$ cat src/rtl/hafd_pkg.sv
// Shared types, type codes and decode helpers for the hex ASCII field decoder.
package hafd_pkg;

  localparam logic [3:0] TYPE_U8     = 4'd0;
  localparam logic [3:0] TYPE_U16    = 4'd1;
  localparam logic [3:0] TYPE_U32    = 4'd2;
  localparam logic [3:0] TYPE_U64    = 4'd3;
  localparam logic [3:0] TYPE_S8     = 4'd4;
  localparam logic [3:0] TYPE_S16    = 4'd5;
  localparam logic [3:0] TYPE_S32    = 4'd6;
  localparam logic [3:0] TYPE_S64    = 4'd7;
  localparam logic [3:0] TYPE_F32    = 4'd8;
  localparam logic [3:0] TYPE_F64    = 4'd9;
  localparam logic [3:0] TYPE_STRING = 4'd10;

  localparam logic STATUS_OK       = 1'b0;
  localparam logic STATUS_BAD_TYPE = 1'b1;

  localparam logic [15:0] MAX_STRING_BYTES = 16'd255;

  localparam int VALUE_W = 64;
  localparam int USER_W  = 5;

  typedef struct packed {
    logic [VALUE_W-1:0] value;
    logic [3:0]         value_type;
    logic               status;
    logic               last;
  } hafd_res_t;

  // ASCII hex digit to nibble; anything else decodes as zero
  function automatic logic [3:0] nibble_of(input logic [7:0] c);
    logic [3:0] n;
    n = 4'd0;
    if (c >= "0" && c <= "9") n = 4'(c - "0");
    else if (c >= "a" && c <= "f") n = 4'(c - "a" + 8'd10);
    else if (c >= "A" && c <= "F") n = 4'(c - "A" + 8'd10);
    return n;
  endfunction

  // index of the final byte of a numeric type
  function automatic logic [2:0] last_byte_idx(input logic [3:0] t);
    logic [2:0] r;
    unique case (t)
      TYPE_F32: r = 3'd3;
      TYPE_F64: r = 3'd7;
      default: begin
        case (t[1:0])
          2'd0:    r = 3'd0;
          2'd1:    r = 3'd1;
          2'd2:    r = 3'd3;
          default: r = 3'd7;
        endcase
      end
    endcase
    return r;
  endfunction

endpackage

$ cat src/rtl/hafd_decode.sv
// Field state and per-character decode: builds at most one result per transaction.
module hafd_decode
  import hafd_pkg::*;
(
  input  logic       clk,
  input  logic       rst_n,
  input  logic       accept,
  input  logic [7:0] hex_char,
  input  logic [3:0] field_type,
  input  logic [7:0] string_length,
  output logic       res_valid,
  output hafd_res_t  res
);

  logic [8:0]         char_count_r, char_count_nxt;
  logic [3:0]         held_type_r, held_type_nxt;
  logic [7:0]         held_length_r, held_length_nxt;
  logic [VALUE_W-1:0] acc_r, acc_nxt;
  logic [3:0]         high_nib_r, high_nib_nxt;

  logic               start;
  logic [3:0]         nib;
  logic [3:0]         cur_type;
  logic [7:0]         cur_len;
  logic [7:0]         len_fix;
  logic [VALUE_W-1:0] acc_base;
  logic [VALUE_W-1:0] acc_new;
  logic [VALUE_W-1:0] sval;
  logic [7:0]         byte_val;
  logic [7:0]         byte_idx;
  logic               str_fin;

  assign start    = (char_count_r == 9'd0);
  assign nib      = nibble_of(hex_char);
  assign byte_val = {high_nib_r, nib};
  assign byte_idx = char_count_r[8:1];

  always_comb begin
    len_fix = (string_length == 8'd0) ? 8'd1 : string_length;
    if (16'(len_fix) > MAX_STRING_BYTES) len_fix = MAX_STRING_BYTES[7:0];
  end

  assign cur_type = start ? field_type : held_type_r;
  assign cur_len  = start ? len_fix : held_length_r;
  assign acc_base = start ? '0 : acc_r;
  assign str_fin  = (9'(byte_idx) + 9'd1 >= 9'(cur_len));

  // drop the new byte into its little-endian lane
  always_comb begin
    acc_new = acc_base;
    for (int k = 0; k < VALUE_W / 8; k++) begin
      if (byte_idx[2:0] == 3'(k)) acc_new[k*8 +: 8] = byte_val;
    end
  end

  always_comb begin
    sval = acc_new;
    case (held_type_r)
      TYPE_S8:  sval = {{56{acc_new[7]}},  acc_new[7:0]};
      TYPE_S16: sval = {{48{acc_new[15]}}, acc_new[15:0]};
      TYPE_S32: sval = {{32{acc_new[31]}}, acc_new[31:0]};
      default:  sval = acc_new;
    endcase
  end

  always_comb begin
    char_count_nxt  = char_count_r;
    held_type_nxt   = held_type_r;
    held_length_nxt = held_length_r;
    acc_nxt         = acc_r;
    high_nib_nxt    = high_nib_r;
    res_valid       = 1'b0;
    res.value       = '0;
    res.value_type  = cur_type;
    res.status      = STATUS_OK;
    res.last        = 1'b0;

    if (accept) begin
      if (start && field_type > TYPE_STRING) begin
        // bad type: report and stay at field start
        res_valid  = 1'b1;
        res.status = STATUS_BAD_TYPE;
        res.last   = 1'b1;
      end else begin
        held_type_nxt   = cur_type;
        held_length_nxt = cur_len;
        acc_nxt         = acc_base;
        if (!char_count_r[0]) begin
          high_nib_nxt   = nib;
          char_count_nxt = char_count_r + 9'd1;
        end else if (held_type_r == TYPE_STRING) begin
          res_valid      = 1'b1;
          res.value      = VALUE_W'(byte_val);
          res.last       = str_fin;
          char_count_nxt = str_fin ? 9'd0 : char_count_r + 9'd1;
        end else if (byte_idx[2:0] != last_byte_idx(held_type_r)) begin
          acc_nxt        = acc_new;
          char_count_nxt = char_count_r + 9'd1;
        end else begin
          res_valid      = 1'b1;
          res.value      = sval;
          res.last       = 1'b1;
          acc_nxt        = '0;
          char_count_nxt = 9'd0;
        end
      end
    end
  end

  always_ff @(posedge clk) begin
    if (!rst_n) begin
      char_count_r  <= '0;
      held_type_r   <= '0;
      held_length_r <= '0;
      acc_r         <= '0;
      high_nib_r    <= '0;
    end else begin
      char_count_r  <= char_count_nxt;
      held_type_r   <= held_type_nxt;
      held_length_r <= held_length_nxt;
      acc_r         <= acc_nxt;
      high_nib_r    <= high_nib_nxt;
    end
  end

endmodule

$ cat src/rtl/hafd_out_buf.sv
// Result register with one skid entry, so input ready is registered.
module hafd_out_buf
  import hafd_pkg::*;
(
  input  logic      clk,
  input  logic      rst_n,
  input  logic      res_valid,
  input  hafd_res_t res,
  output logic      in_ready,
  output logic      out_valid,
  input  logic      out_ready,
  output hafd_res_t out_res
);

  logic      main_v_r, main_v_nxt;
  logic      skid_v_r, skid_v_nxt;
  hafd_res_t main_r, main_nxt;
  hafd_res_t skid_r, skid_nxt;

  always_comb begin
    main_v_nxt = main_v_r;
    skid_v_nxt = skid_v_r;
    main_nxt   = main_r;
    skid_nxt   = skid_r;
    if (!main_v_r || out_ready) begin
      if (skid_v_r) begin
        main_nxt   = skid_r;
        main_v_nxt = 1'b1;
        skid_v_nxt = 1'b0;
      end else begin
        main_nxt   = res;
        main_v_nxt = res_valid;
      end
    end else if (res_valid) begin
      skid_nxt   = res;
      skid_v_nxt = 1'b1;
    end
  end

  always_ff @(posedge clk) begin
    if (!rst_n) begin
      main_v_r <= 1'b0;
      skid_v_r <= 1'b0;
    end else begin
      main_v_r <= main_v_nxt;
      skid_v_r <= skid_v_nxt;
    end
    main_r <= main_nxt;
    skid_r <= skid_nxt;
  end

  assign in_ready  = !skid_v_r;
  assign out_valid = main_v_r;
  assign out_res   = main_r;

endmodule

$ cat src/rtl/hex_ascii_field_decoder.sv
// Top level of the hex ASCII field decoder.
//
// Input stream: one ASCII character per transaction. in_tdata carries the
// character and the string length, in_tuser the field type; type and length
// are only looked at on the first character of a field. Two characters make
// a byte, high nibble first; non-hex characters count as zero.
// Output stream: out_tdata is the 64-bit value (one byte for strings,
// little-endian for numerics and sign-extended for the signed types), out_tuser the type and
// status, out_tlast marks the result that completes a field.
// Throughput: one character per cycle while in_tready is high. A result is
// presented the cycle after its final character is taken, unless the receiver
// stalls. The result register plus one skid entry decouple the two sides;
// in_tready is registered and drops only once both entries hold results and
// the receiver stalls. Reset clears the field state and empties both entries.
module hex_ascii_field_decoder
  import hafd_pkg::*;
(
  input  logic               clk,
  input  logic               rst_n,
  input  logic               in_tvalid,
  output logic               in_tready,
  input  logic [15:0]        in_tdata,   // [7:0] hex_char, [15:8] string_length
  input  logic [3:0]         in_tuser,   // [3:0] field_type
  output logic               out_tvalid,
  input  logic               out_tready,
  output logic [VALUE_W-1:0] out_tdata,  // [63:0] value
  output logic [USER_W-1:0]  out_tuser,  // [3:0] value_type, [4] status
  output logic               out_tlast   // last
);

  logic      accept;
  logic      res_valid;
  hafd_res_t res;
  hafd_res_t out_res;

  assign accept = in_tvalid && in_tready;

  hafd_decode u_decode (
    .clk           (clk),
    .rst_n         (rst_n),
    .accept        (accept),
    .hex_char      (in_tdata[7:0]),
    .field_type    (in_tuser),
    .string_length (in_tdata[15:8]),
    .res_valid     (res_valid),
    .res           (res)
  );

  hafd_out_buf u_out_buf (
    .clk       (clk),
    .rst_n     (rst_n),
    .res_valid (res_valid),
    .res       (res),
    .in_ready  (in_tready),
    .out_valid (out_tvalid),
    .out_ready (out_tready),
    .out_res   (out_res)
  );

  assign out_tdata = out_res.value;
  assign out_tuser = {out_res.status, out_res.value_type};
  assign out_tlast = out_res.last;

  a_stall_only_when_full: assert property (@(posedge clk) disable iff (!rst_n)
    !in_tready |-> out_tvalid)
    else $error("input stalled while result register empty");

  a_bad_type_result: assert property (@(posedge clk) disable iff (!rst_n)
    out_tvalid && out_tuser[4] == STATUS_BAD_TYPE |->
      out_tlast && out_tdata == '0 && out_tuser[3:0] > TYPE_STRING)
    else $error("malformed invalid-type result");

  a_partial_only_string: assert property (@(posedge clk) disable iff (!rst_n)
    out_tvalid && !out_tlast |-> out_tuser[3:0] == TYPE_STRING)
    else $error("non-final result for a numeric field");

  a_string_byte_width: assert property (@(posedge clk) disable iff (!rst_n)
    out_tvalid && out_tuser[3:0] == TYPE_STRING |-> out_tdata[VALUE_W-1:8] == '0)
    else $error("string result wider than one byte");

endmodule

$ cat config.mk
export PLATFORM = sky130hd
export DESIGN_NAME = hex_ascii_field_decoder
export DESIGN_NICKNAME = d
export VERILOG_FILES = /design/src/rtl/hafd_pkg.sv /design/src/rtl/hafd_decode.sv /design/src/rtl/hafd_out_buf.sv /design/src/rtl/hex_ascii_field_decoder.sv
export SDC_FILE = /design/constraint.sdc
export NUM_CORES = 1
export LEC_CHECK = 0
export ABC_AREA = 1
export BUFFER_PORTS_ARGS = -buffer_cell sky130_fd_sc_hd__buf_2
export CAP_MARGIN = 20
export CORE_ASPECT_RATIO = 0.9
export CORE_MARGIN = 1
export CORE_UTILIZATION = 25
export DETAILED_ROUTE_END_ITERATION = 10
export GPL_ROUTABILITY_DRIVEN = 0
export GPL_TIMING_DRIVEN = 0
export PLACE_DENSITY = 0.49
export REMOVE_ABC_BUFFERS = 1
export SLEW_MARGIN = 30
export SYNTH_ARGS = -nofsm -noshare
export SYNTH_HDL_FRONTEND = slang
export SYNTH_SLANG_ARGS = --single-unit
$ cat constraint.sdc
create_clock -name clk -period 11.3 [get_ports clk]
set_clock_uncertainty 0.15 [all_clocks]
set_input_delay 2.26 -clock clk [delete_from_list [all_inputs] [get_ports clk]]
set_output_delay 2.26 -clock clk [all_outputs]
set_load 0.1 [all_outputs]
# Word-level counts from Yosys, hierarchy flattened
# Cells that the tools add are included.
[totals]
regBits = 231
inputBits = 24
output_inout_bits = 72
word_cells = 112
[op_classes]
add_sub_neg = 7
n_lt_le_gt_ge = 8
n_eq_ne = 16
muxes = 46
bitwise = 4
reduce_logical = 16
[ops]
columns = ["operator", "n"]
rows = [
  ["64-bit 2-to-1 mux", 9],
  ["64-bit one-hot mux with 3 select lines", 1],
  ["8-bit 2-to-1 mux", 10],
  ["70-bit 2-to-1 mux", 1],
  ["9-bit 2-to-1 mux", 4],
  ["8-bit by 7-bit greater-or-equal comparator with 1-bit output, second input constant", 2],
  ["8-bit by 7-bit less-or-equal comparator with 1-bit output, second input constant", 2],
  ["4-bit 2-to-1 mux", 4],
  ["3-bit == test, second input constant", 4],
  ["4-bit by 3-bit == test with 1-bit output, second input constant", 3],
  ["4-bit == test, second input constant", 3],
  ["3-bit 2-to-1 mux", 4],
  ["4-bit by 1-bit subtractor with 4-bit output, second input constant", 3],
  ["1-bit 2-to-1 mux", 10],
  ["8-bit by 1-bit adder with 9-bit output, second input constant", 1],
  ["9-bit by 1-bit adder with 9-bit output, second input constant", 1],
  ["9-bit by 8-bit greater-or-equal comparator with 1-bit output", 1],
  ["9-bit logical NOT", 1],
  ["3-bit one-hot mux with 3 select lines", 1],
  ["4-bit adder, second input constant", 2],
  ["8-bit by 6-bit greater-or-equal comparator with 1-bit output, second input constant", 1],
  ["8-bit by 6-bit less-or-equal comparator with 1-bit output, second input constant", 1],
  ["8-bit logical NOT", 1],
  ["3-bit by 2-bit == test with 1-bit output, second input constant", 2],
  ["16 further kinds", 25],
]

# Logic depth before layout (Yosys ltp)
# Gate-level depths: netlist of run 1.
[depth]
word_depth = 14
ltp_mapped = 25

# Modules after synthesis
# From an unflattened synthesis of run 1, not the netlist that was laid out.
[unflattened]
cells_unflattened = 1433
area_unflattened_um2 = 11686.2
[by_module_without_submodules]
columns = ["module", "instances", "cells_per_inst", "area_per_inst_um2"]
rows = [
  ["hafd_decode", 1, 1054, 6473.7],
  ["hafd_out_buf", 1, 377, 5205.0],
  ["hex_ascii_field_decoder", 1, 2, 7.5],
]

# Worst setup path after synthesis of run 1
# No wires, ideal clock.
[synth_timing]
path_type = "input to register"
from = "in out_tready"
to = "reg u_out_buf.skid_r[0] (netlist name), enable pin"
setup_ps = 521
arrival_ps = 7005
setup_slack_ps = 3624
cell_stages = 3
cell_sequence = "nor2_1 -> inv_1 -> a21oi_1"
[synth_between]
elab_chain_len = 3
[synth_lines]
columns = ["item", "line", "source"]
rows = [
  ["start: declaration", "hex_ascii_field_decoder.sv:25", "input logic out_tready,"],
  ["1-bit logical OR", "hafd_out_buf.sv:25", "if (!main_v_r || out_ready) begin"],
  ["1-bit NOT (no source line)", "--", ""],
  ["2-bit AND reduction (no source line)", "--", ""],
  ["end signal: assignment", "hafd_out_buf.sv:49", "skid_r <= skid_nxt;"],
  ["end: declaration", "hafd_out_buf.sv:18", "hafd_res_t skid_r, skid_nxt;"],
]
# No other way between the ends.
# A chain may end at the register's enable or synchronous reset.

# Worst setup path after layout of run 1
[layout_timing]
from = "in in_tuser[0]"
to = "reg u_out_buf.main_r (netlist bit u_out_buf.out_res[40]) (data pin)"
[layout_between]
elab_chain_len = 5
[layout_lines]
columns = ["item", "line", "source"]
rows = [
  ["start: declaration", "hex_ascii_field_decoder.sv:23", "input logic [3:0] in_tuser,"],
  ["4-bit > comparator", "hafd_decode.sv:79", "if (start && field_type > TYPE_STRING) begin"],
  ["1-bit logical AND", "hafd_decode.sv:79", ""],
  ["64-bit 2-to-1 mux", "hafd_decode.sv:79", ""],
  ["64-bit 2-to-1 mux", "hafd_decode.sv:78", "if (accept) begin"],
  ["70-bit 2-to-1 mux", "hafd_out_buf.sv:26", "if (skid_v_r) begin"],
  ["end signal: assignment", "hafd_out_buf.sv:48", "main_r <= main_nxt;"],
  ["end: declaration", "hafd_out_buf.sv:17", "hafd_res_t main_r, main_nxt;"],
]
# No other way between the ends.

==> results of run 1 <==
==> tightest hold or removal path, cell delays in order (launching register included) <==
cell and delay [ns]:
dfxtp_1 0.31, nor2_1 0.09, a211oi_1 0.05
==> Yosys cell counts, drive strengths merged <==
cell type / instances
nand4: 7
inv: 204
dfxtp: 91
a21o: 1
a22oi: 1
nor2: 103
nor3: 3
nand3b: 1
a21boi: 10
nand2: 470
mux2i: 6
xor2: 8
buf: 30
a211oi: 5
o211ai: 5
edfxtp: 140
clkbuf: 47
a31oi: 20
o22ai: 1
nor4: 1
ha: 20
a21oi: 135
o21ai: 134
nand3: 66
==> stage by stage <==
step	power [mW]	setup slack, ns	hold WS (ns)	instances	cell area, um2
2_1_floorplan	1.28	3.62	0.321	1432	11400
3_3_place_gp	1.38	0.464	0.328	2143	12700
3_5_place_dp	1.41	5.72	0.336	2158	13100
4_1_cts	2.36	6.31	0.341	2210	14000
5_1_grt	2.43	6.39	0.375	2211	14100
6_report	2.33	6.70	0.344	2211	14100
==> report_power, final <==
part	internal, mW	switching [mW]
Clock	0.571	0.366
Combinational	0.101	0.331
Sequential	0.937	0.0262
==> cells by family after synthesis <==
kind of cell             count (synthesis)  synth area share, %
multiplexers                             6                0.511
adder cells (fa/ha/maj)                 20                 2.13
AO/OA/AOI/OAI                          312                 14.0
flip-flops                             231                 51.2
buffers and inverters                  281                 9.39
AND/OR/NAND/NOR                        651                 22.2
XOR/XNOR                                 8                0.596
==> cell type report <==
| type | count | area [um2] |
|---|---|---|
| Fill cell | 4989 | 32500 |
| Sequential cell | 231 | 6030 |
| Multi-Input combinational cell | 997 | 4670 |
| Timing Repair Buffer | 111 | 851 |
| Clock buffer | 40 | 818 |
| Inverter | 204 | 771 |
| Tap cell | 616 | 771 |
| Clock inverter | 12 | 139 |
==> metal layers <==
layer  routed length, um  share of wire (%)  GRT usage (%)
met5                  13              0.040              0
met4                 618                1.9           3.59
met3                1680                5.1           2.27
met2               14700                 45           22.2
met1               15600                 48           18.7
==> how the worst min path moves through the flow <==
stage / slack (ns) / endpoint / startpoint / depth (start not counted)
after global routing: 0.37 / u_decode.held_length_r[1] / u_decode.held_length_r[1] / 2
after CTS: 0.34 / u_decode.held_length_r[3] / u_decode.held_length_r[3] / 2
after detailed placement: 0.34 / u_decode.held_length_r[3] / u_decode.held_length_r[3] / 2
after floorplan: 0.32 / u_decode.held_length_r[1] / u_decode.held_length_r[1] / 2
after global placement: 0.33 / u_decode.held_length_r[4] / u_decode.held_length_r[4] / 2
final: 0.34 / u_decode.held_length_r[3] / u_decode.held_length_r[3] / 2
==> sequential cells by signal, indices dropped and copies added (netlist names), named ones only <==
signal / cells
u_decode.high_nib_r: 4
u_out_buf.skid_v_r: 1
u_out_buf.skid_r: 70
u_decode.char_count_r: 8
u_decode.held_length_r: 8
u_out_buf.out_res: 70
u_out_buf.out_valid: 1
u_decode.acc_r: 64
u_decode.held_type_r: 4
==> results.ini, run 1 <==
[setup_path]
critical_path_class = primary input to flip-flop
r2r-start = u_decode.char_count_r[0]
worstPathCellList = buf_2 > a21o_1 > nand3_2 > nand2_4 > buf_12 > nor3_4 > inv_2 > nor2_4 > nand2_1 > nand2_1
cp-start-kind = primary input
slowest_stage = nor2_4
slowest_delay_ns = 0.59
cpMostUsedCell = nand2_1
startpoint = in_tuser[0]
r2r_cells = 12
critical_path_buf_inv_count = 3
end_kind = flip-flop
arrival_ns = 4.86
required_ns = 11.57
critical_path.endpoint = u_out_buf.out_res[40]
rrSetupSlack_ns = 7.50
crit_family = simple AND/OR/NAND/NOR gates
cp.depth = 10
worstPathMaxFanout = 44
rr_endpoint = u_out_buf.out_res[40]

[clock_tree]
ctsResizeCount = 0
h-tree-depth = 1
root_buffer = clkbuf_16
clock_latency_ns = 0.55
postCtsSetupRepairBufs = 0
cts_hold_buf = 0
cts.clk_slew.worst_paths_ns = 0.06
clock-sinks = 231
cts_tree = done
cts_buffers = 28
cts_buffer_depth = 3

[final_layout]
num-nets-final = 1617
layout_common_cells = nand2_1 (466), inv_1 (184), edfxtp_1 (140)
layout_commonest_cell = nand2_1
areaGrowthSynthToFinish_pct = 19.5
drive_gt1_share_pct = 12.0
fin_util_pct = 30.2
diodes = 0

[route]
post_drt_via_cell_ratio = 4.48
drtAntennaViolNets = 0
drt_iter0_drc = 659
dr.pass1.iters = 5
drc_errors = 0
drt_wl_total_um = 32600
vias = 9908
wl_per_cell_um = 14.8

[sta]
max_slew.worst_pin.slew_ns = 0.772
relSlewSlack_pct = 48.4
rsz0062_at_grt = false
tns_ns = 0
hold_viol_final = 0
max_freq_mhz = 218
post-route-min-period_ns = 4.60
slew_viol_final = 0
min_period_over_period_pct = 40.7
final-setup-viol-count = 0

[placed_design]
io_buffers = 95
place_hpwl_um = 21700

[status]
status = complete, no violations

[yosys]
ys_seq_area_share_pct = 51.2
yosys_warnings = 0
synth_area_um2 = 11800
synth_area_leaders = edfxtp_1 (36%), dfxtp_1 (15%), nand2_1 (15%)
synth_seq_cells = 231
syn_area_per_cell_um2 = 7.80
yosysTopAreaCell = edfxtp_1
postSynthCellCount = 1509
synth_top_area_share_pct = 35.7
ys_types = 35

[worst_hold_path]
hp-class = flip-flop to flip-flop

[die]
dieArea_um2 = 47900
core_area_um2 = 46500
rows = 75
chipHeight_um = 208
die_x_um = 231
ioPinCount = 96
initial_utilization_pct = 25.3

[power_and_ir_drop]
ir_drop_mv = 0.101
p_per_area_nw_per_um2 = 166
power_leakage_nw = 6.73

[grt]
grt_pass1_wl_um = 53100
grt_max_degree = 57
grt_use_total_pct = 13.7
overflow = 0
first_global_vias = 9810
antenna_found_initial = 1

[flow_run]
maxCapViolCount = 0

No activity file was read; power rests on OpenSTA's default activity.
==> run 2, diff against run 1 <==
- ABC_AREA: 1 -> 0
- clock period: 11.3 -> 4.38 ns (I/O delays scaled with it)
==> results.ini, run 2 <==
[flow_run]
maxCapViolCount = 0  ; unchanged

[worst_hold_path]
hp-class = flip-flop to flip-flop
worstHoldStart = u_decode.acc_r[32]

[clock_tree]
h-tree-depth = 1  ; unchanged
cts_hold_buf = 0  ; unchanged
cts.clk_slew.worst_paths_ns = 0.06  ; about the same
cts_buffers = 25  ; -11%
clock_latency_ns = 0.53  ; -0.02 ns
cts_buffer_depth = 3  ; unchanged
clock-sinks = 231  ; unchanged
root_buffer = clkbuf_16
cts_tree = done

[setup_path]
end_kind = flip-flop
arrival_ns = 4.22  ; -0.64 ns
rrSetupSlack_ns = 0.29  ; -7.21 ns
crit_family = simple AND/OR/NAND/NOR gates
required_ns = 4.51  ; -7.06 ns
r2r_cells = 12  ; unchanged
slowest_stage = dfxtp_1
cp.depth = 12  ; +2
cp-start-kind = flip-flop
rr_endpoint = u_out_buf.out_res[0]
critical_path_buf_inv_count = 2  ; -1
worstPathMaxFanout = 24  ; -45%
critical_path.endpoint = u_out_buf.out_res[0]
slowest_delay_ns = 0.47  ; -0.12 ns
cpMostUsedCell = ha_1
critical_path_class = flip-flop to flip-flop
worstPathCellList = inv_1 > ha_1 > nor4b_4 > and2_2 > buf_12 > mux2i_1 > ha_1 > a211oi_1 > o32ai_1 > nor4_2 > o21ai_0 > a21o_1

[placed_design]
place_hpwl_um = 19500  ; -10%
io_buffers = 95  ; unchanged
dp_cells = 1576  ; -27%
pre_cts_ws_ns = -0.659  ; -6.38 ns

[yosys]
synth_seq_cells = 231  ; unchanged
yosys_warnings = 0  ; unchanged
syn_area_per_cell_um2 = 10.8  ; +38%
synth_area_um2 = 10700  ; -8.8%
yosysTopAreaCell = edfxtp_1
ys_seq_area_share_pct = 56.2  ; +4.9 points
synth_top_area_share_pct = 39.2  ; +3.4 points
synthTopCellsByCount = edfxtp_1 (140), nand2_1 (124), nor2_1 (95)
synth-edff-count = 140  ; unchanged
postSynthCellCount = 995  ; -34%
ys_async_sr_fraction_pct = 0  ; unchanged
synth_ff_type = edfxtp_1
synth_area_leaders = edfxtp_1 (39%), dfxtp_1 (17%), nand2_1 (4.3%)
synth_most_common_cell = edfxtp_1
ys_types = 80  ; +130%

[final_layout]
num-nets-final = 1103  ; -32%
diodes = 0  ; unchanged
num-fill-cells = 4350  ; -13%
layoutNonFillerInstCount = 1625  ; -27%
drive_gt1_share_pct = 18.4  ; +6.4 points
layout_commonest_cell = edfxtp_1
regArea_um2 = 6030  ; unchanged
areaGrowthSynthToFinish_pct = 18.2
layout_common_cells = edfxtp_1 (140), nand2_1 (122), buf_2 (95)
multi_input_area_um2 = 4330  ; -7.3%

[die]
rows = 71  ; -5.3%
initial_utilization_pct = 25.5  ; +0.26 points
core_area_um2 = 42000  ; -9.7%
ioPinCount = 96  ; unchanged
dieArea_um2 = 43800  ; -8.7%
die_x_um = 220  ; -4.5%
chipHeight_um = 199  ; -4.5%

[grt]
grt_use_total_pct = 13.2  ; -0.50 points
first_global_vias = 7656  ; -22%
antenna_found_initial = 0  ; -1
grt_max_degree = 47  ; -18%
overflow = 0  ; unchanged
grt_pass1_wl_um = 44900  ; -15%

[sta]
max_freq_mhz = 245
post-route-min-period_ns = 4.09
rsz0062_at_grt = false
final-setup-viol-count = 0  ; unchanged
holdWs_ns = 0.308  ; -0.0362 ns
hold_viol_final = 0  ; unchanged
slew_viol_final = 0  ; unchanged
max_slew.worst_pin.slew_ns = 0.943  ; +0.171 ns
timing.final.ws_setup_ns = 0.294  ; -6.41 ns
relSlewSlack_pct = 37.1  ; -11 points
min_period_over_period_pct = 93.3

[route]
drt_wl_total_um = 28600  ; -12%
wl_per_cell_um = 17.6  ; +19%
dr.pass1.iters = 8  ; +3
post_drt_via_cell_ratio = 4.81  ; +7.3%
drc_errors = 4  ; +4
drtAntennaViolNets = 0  ; unchanged
drt_iter0_drc = 575  ; -13%
vias = 7811  ; -21%

[status]
status = finished, violations left
violations = DRC

[power_and_ir_drop]
ir_drop_mv = 0.219  ; +120%
p_per_area_nw_per_um2 = 406  ; +140%
power_leakage_nw = 4.63  ; -31%

## run 2: how the worst min path moves through the flow
stage	end	slack (ns)	cells past startpoint
after floorplan	u_decode.acc_r[32]	0.27	1
after global placement	u_decode.acc_r[48]	0.29	1
after detailed placement	u_decode.acc_r[48]	0.30	1
after CTS	u_decode.acc_r[32]	0.31	1
after global routing	u_decode.acc_r[32]	0.32	1
final	u_decode.acc_r[32]	0.31	1
## run 2: timing repair
item,4_1_cts,5_1_grt
setup endpoints to repair,10,1
gates resized for setup,3,2
buffers inserted,0,3
## run 2: final cells by class
type                       count  area share [%]
clock buffer                  35            5.31
inverter                      18           0.553
clock inverter                11            1.07
tap                          547            5.40
sequential                   231            47.6
multi-input combinational    674            34.2
timing repair buffer         109            5.94
## run 2: cell families after synthesis
| group | count (synthesis) | synth area share [%] |
|---|---|---|
| simple gates | 350 | 15.9 |
| compound gates | 277 | 19.0 |
| flops | 231 | 56.2 |
| buf+inv | 90 | 4.13 |
| fa+ha+maj | 20 | 2.33 |
| mux | 16 | 1.54 |
| xor+xnor | 11 | 0.898 |
## run 2: where the power goes
group / switching, mW / internal, mW / total (mW)
Clock: 0.874 / 1.25 / 2.13
Combinational: 0.513 / 0.128 / 0.641
Sequential: 0.0290 / 2.35 / 2.38
Total: 1.42 / 3.73 / 5.15
## run 2: stage by stage
step	power (mW)	cell area [um2]	setup TNS (ns)	util [%]
final	5.15	12700	0	30.2
after global routing	5.34	12700	0	30.2
after CTS	5.21	12600	0	30.1
after detailed placement	3.06	11800	-4.54	28.1
after global placement	3.04	11500	-571.39	27.4
after floorplan	2.89	10400	-146.67	-
## run 2: routing by layer
layer / vias to the layer above / global-route usage (%) / wire length [um]
met4: 0 / 2.96 / 544
met5: - / 0 / 0
li1: 3796 / - / -
met3: 39 / 2.42 / 1500
met1: 3768 / 19.1 / 14100
met2: 208 / 20.0 / 12500
==> run 3, diff against run 2 <==
- CORE_ASPECT_RATIO: 0.9 -> 1.2
- MAX_ROUTING_LAYER: not set -> met4
- clock period: 4.38 -> 4 ns (I/O delays scaled with it)
==> results.ini, run 3 (synthesized netlist as in run 2, its figures left out) <==
[sta]
max_slew.worst_pin.slew_ns = 0.880  ; -0.0632 ns
rsz0062_at_grt = false
relSlewSlack_pct = 41.3  ; +4.2 points
tns_ns = 0  ; unchanged
hold_viol_final = 0  ; unchanged
max_freq_mhz = 267  ; +9.0%
post-route-min-period_ns = 3.75  ; -0.339 ns
min_period_over_period_pct = 93.7  ; +0.39 points
final-setup-viol-count = 0  ; unchanged
slew_viol_final = 0  ; unchanged

[placed_design]
io_buffers = 95  ; unchanged
place_hpwl_um = 19300  ; -0.75%
dp_cells = 1574  ; -0.13%

[clock_tree]
clock-sinks = 231  ; unchanged
cts_buffers = 28  ; +12%
cts.clk_slew.worst_paths_ns = 0.06  ; about the same
cts_hold_buf = 0  ; unchanged
root_buffer = clkbuf_16
cts_buffer_depth = 3  ; unchanged
clock_latency_ns = 0.53  ; about the same
cts_tree = done
h-tree-depth = 1  ; unchanged

[route]
wl_per_cell_um = 17.6  ; about the same
drc_errors = 0  ; -4
drt_wl_total_um = 28700  ; +0.34%
drt_iter0_drc = 644  ; +12%
vias = 7927  ; +1.5%
drtAntennaViolNets = 0  ; unchanged
dr.pass1.iters = 5  ; -3
post_drt_via_cell_ratio = 4.87  ; +1.2%

[final_layout]
num-fill-cells = 4412  ; +1.4%
layout_commonest_cell = edfxtp_1
fin_util_pct = 30.3  ; +0.14 points
layoutNonFillerInstCount = 1629  ; +0.25%
diodes = 0  ; unchanged
layout_common_cells = edfxtp_1 (140), nand2_1 (122), buf_2 (95)
num-nets-final = 1105  ; +0.18%
drive_gt1_share_pct = 18.6  ; +0.19 points
areaGrowthSynthToFinish_pct = 18.8

[power_and_ir_drop]
power_frac_comb_pct = 12.2  ; -0.3 points
power_leakage_nw = 4.67  ; +0.73%
ir_drop_mv = 0.307  ; +40%
clock_power_share_pct = 42.4  ; +1.1 points
p_seq_share_pct = 45.5  ; -0.7 points
p_sw_mw = 1.59  ; +12%
p_per_area_nw_per_um2 = 449  ; +11%
p_int_mw = 4.14  ; +11%
switching_share_pct = 27.8  ; +0.24 points

[flow_run]
maxCapViolCount = 0  ; unchanged

[setup_path]
end_kind = flip-flop
worstPathMaxFanout = 21  ; -13%
rrSetupSlack_ns = 0.25  ; -0.04 ns
critical_path_class = flip-flop to flip-flop
rr_endpoint = u_out_buf.out_res[0]
crit_family = compound AO/OA/AOI/OAI gates
critical_path_buf_inv_count = 2  ; unchanged
arrival_ns = 3.89  ; -0.33 ns
cp-start-kind = flip-flop
r2r_cells = 13  ; +1
required_ns = 4.14  ; -0.37 ns
slowest_stage = dfxtp_1
slowest_delay_ns = 0.46  ; about the same
worstPathCellList = inv_1 > ha_1 > nor4b_4 > nand2_4 > o21ai_0 > ha_1 > nand2b_1 > a211oi_1 > o32ai_1 > nor4_2 > buf_4 > o21ai_0 > a21o_1

[grt]
grt_max_degree = 44  ; -6.4%
first_global_vias = 7641  ; -0.20%
overflow = 0  ; unchanged
grt_pass1_wl_um = 44800  ; -0.21%
grt_use_total_pct = 13.4  ; +0.26 points
antenna_found_initial = 0  ; unchanged

[die]
die_x_um = 191  ; -13%
core_area_um2 = 42100  ; +0.11%
ioPinCount = 96  ; unchanged
initial_utilization_pct = 25.5  ; -0.028 points
rows = 82  ; +15%
chipHeight_um = 229  ; +15%
dieArea_um2 = 43800  ; about the same

[worst_hold_path]
whs_endpoint = u_decode.acc_r[48]
hold_depth = 1  ; unchanged
worstHoldStart = u_decode.acc_r[48]
hp-class = flip-flop to flip-flop

[status]
status = complete, no violations

[run 3: cell count changes in the layout (fill, tap and decap cells not counted), moves of 2 or more]
cell / change
buf_12: -2
bufinv_16: -2
clkbuf_16: +4
clkinvlp_2: -2
clkinvlp_4: +2
buf_16: +2
clkinv_1: +4
[run 3: final cells by class]
| type | count | area [um2] | area share (%) |
|---|---|---|---|
| Clock inverter | 13 | 95.1 | 0.746 |
| Timing Repair Buffer | 108 | 753 | 5.91 |
| Tap cell | 546 | 683 | 5.36 |
| Multi-Input combinational cell | 674 | 4340 | 34.0 |
| Sequential cell | 231 | 6030 | 47.3 |
| Inverter | 18 | 70.1 | 0.550 |
| Clock buffer | 39 | 783 | 6.14 |
[run 3: worst max-delay path by stage]
stage	cells after the start	to
5_1_grt	13	u_out_buf.out_res[0]
4_1_cts	12	u_out_buf.out_res[0]
6_report	13	u_out_buf.out_res[0]
3_5_place_dp	12	u_out_buf.out_res[0]
2_1_floorplan	3	u_out_buf.skid_r[0]
3_3_place_gp	4	u_out_buf.skid_r[58]
[run 3: what timing repair did]
| action | 4_1_cts | 5_1_grt |
|---|---|---|
| buffers inserted | 2 | 1 |
| gates resized for setup | 6 | 2 |
| pin swaps | 0 | 1 |
| endpoints found under the setup margin | 99 | 12 |
[run 3: power by group through the flow]
stage,registers (mW),logic [mW],clock network (mW)
final,2.61,0.697,2.43
after global routing,2.61,0.739,2.58
after CTS,2.61,0.702,2.49
after detailed placement,2.66,0.694,0
after global placement,2.66,0.665,0
after floorplan,2.96,0.206,0
[run 3: metrics by stage]
step	hold WS (ns)	power [mW]	setup slack (ns)	cell area [um2]
2_1_floorplan	0.275	3.16	-2.46	10400
3_5_place_dp	0.293	3.35	-1.24	11800
3_3_place_gp	0.289	3.33	-5.17	11500
6_report	0.302	5.73	0.253	12800
5_1_grt	0.318	5.93	0.0494	12800
4_1_cts	0.306	5.80	0.0737	12700
[run 3: worst register-to-register path, delay by kind of cell (launching register included)]
kind / cells / cell delay, ns
and+or+nand+nor: 4 / 1.04
DFF: 1 / 0.46
AOI/OAI and AO/OA: 5 / 1.07
adders and majority gates: 2 / 0.43
buffers and inverters: 2 / 0.38
[run 3: routing by layer]
layer / up-vias / part of all wire (%) / track usage (%)
li1: 3799 / - / -
met1: 3863 / 45 / 17.8
met2: 214 / 48 / 21.3
met3: 51 / 4.6 / 1.77
met4: 0 / 2.7 / 3.82
met5: - / 0 / -
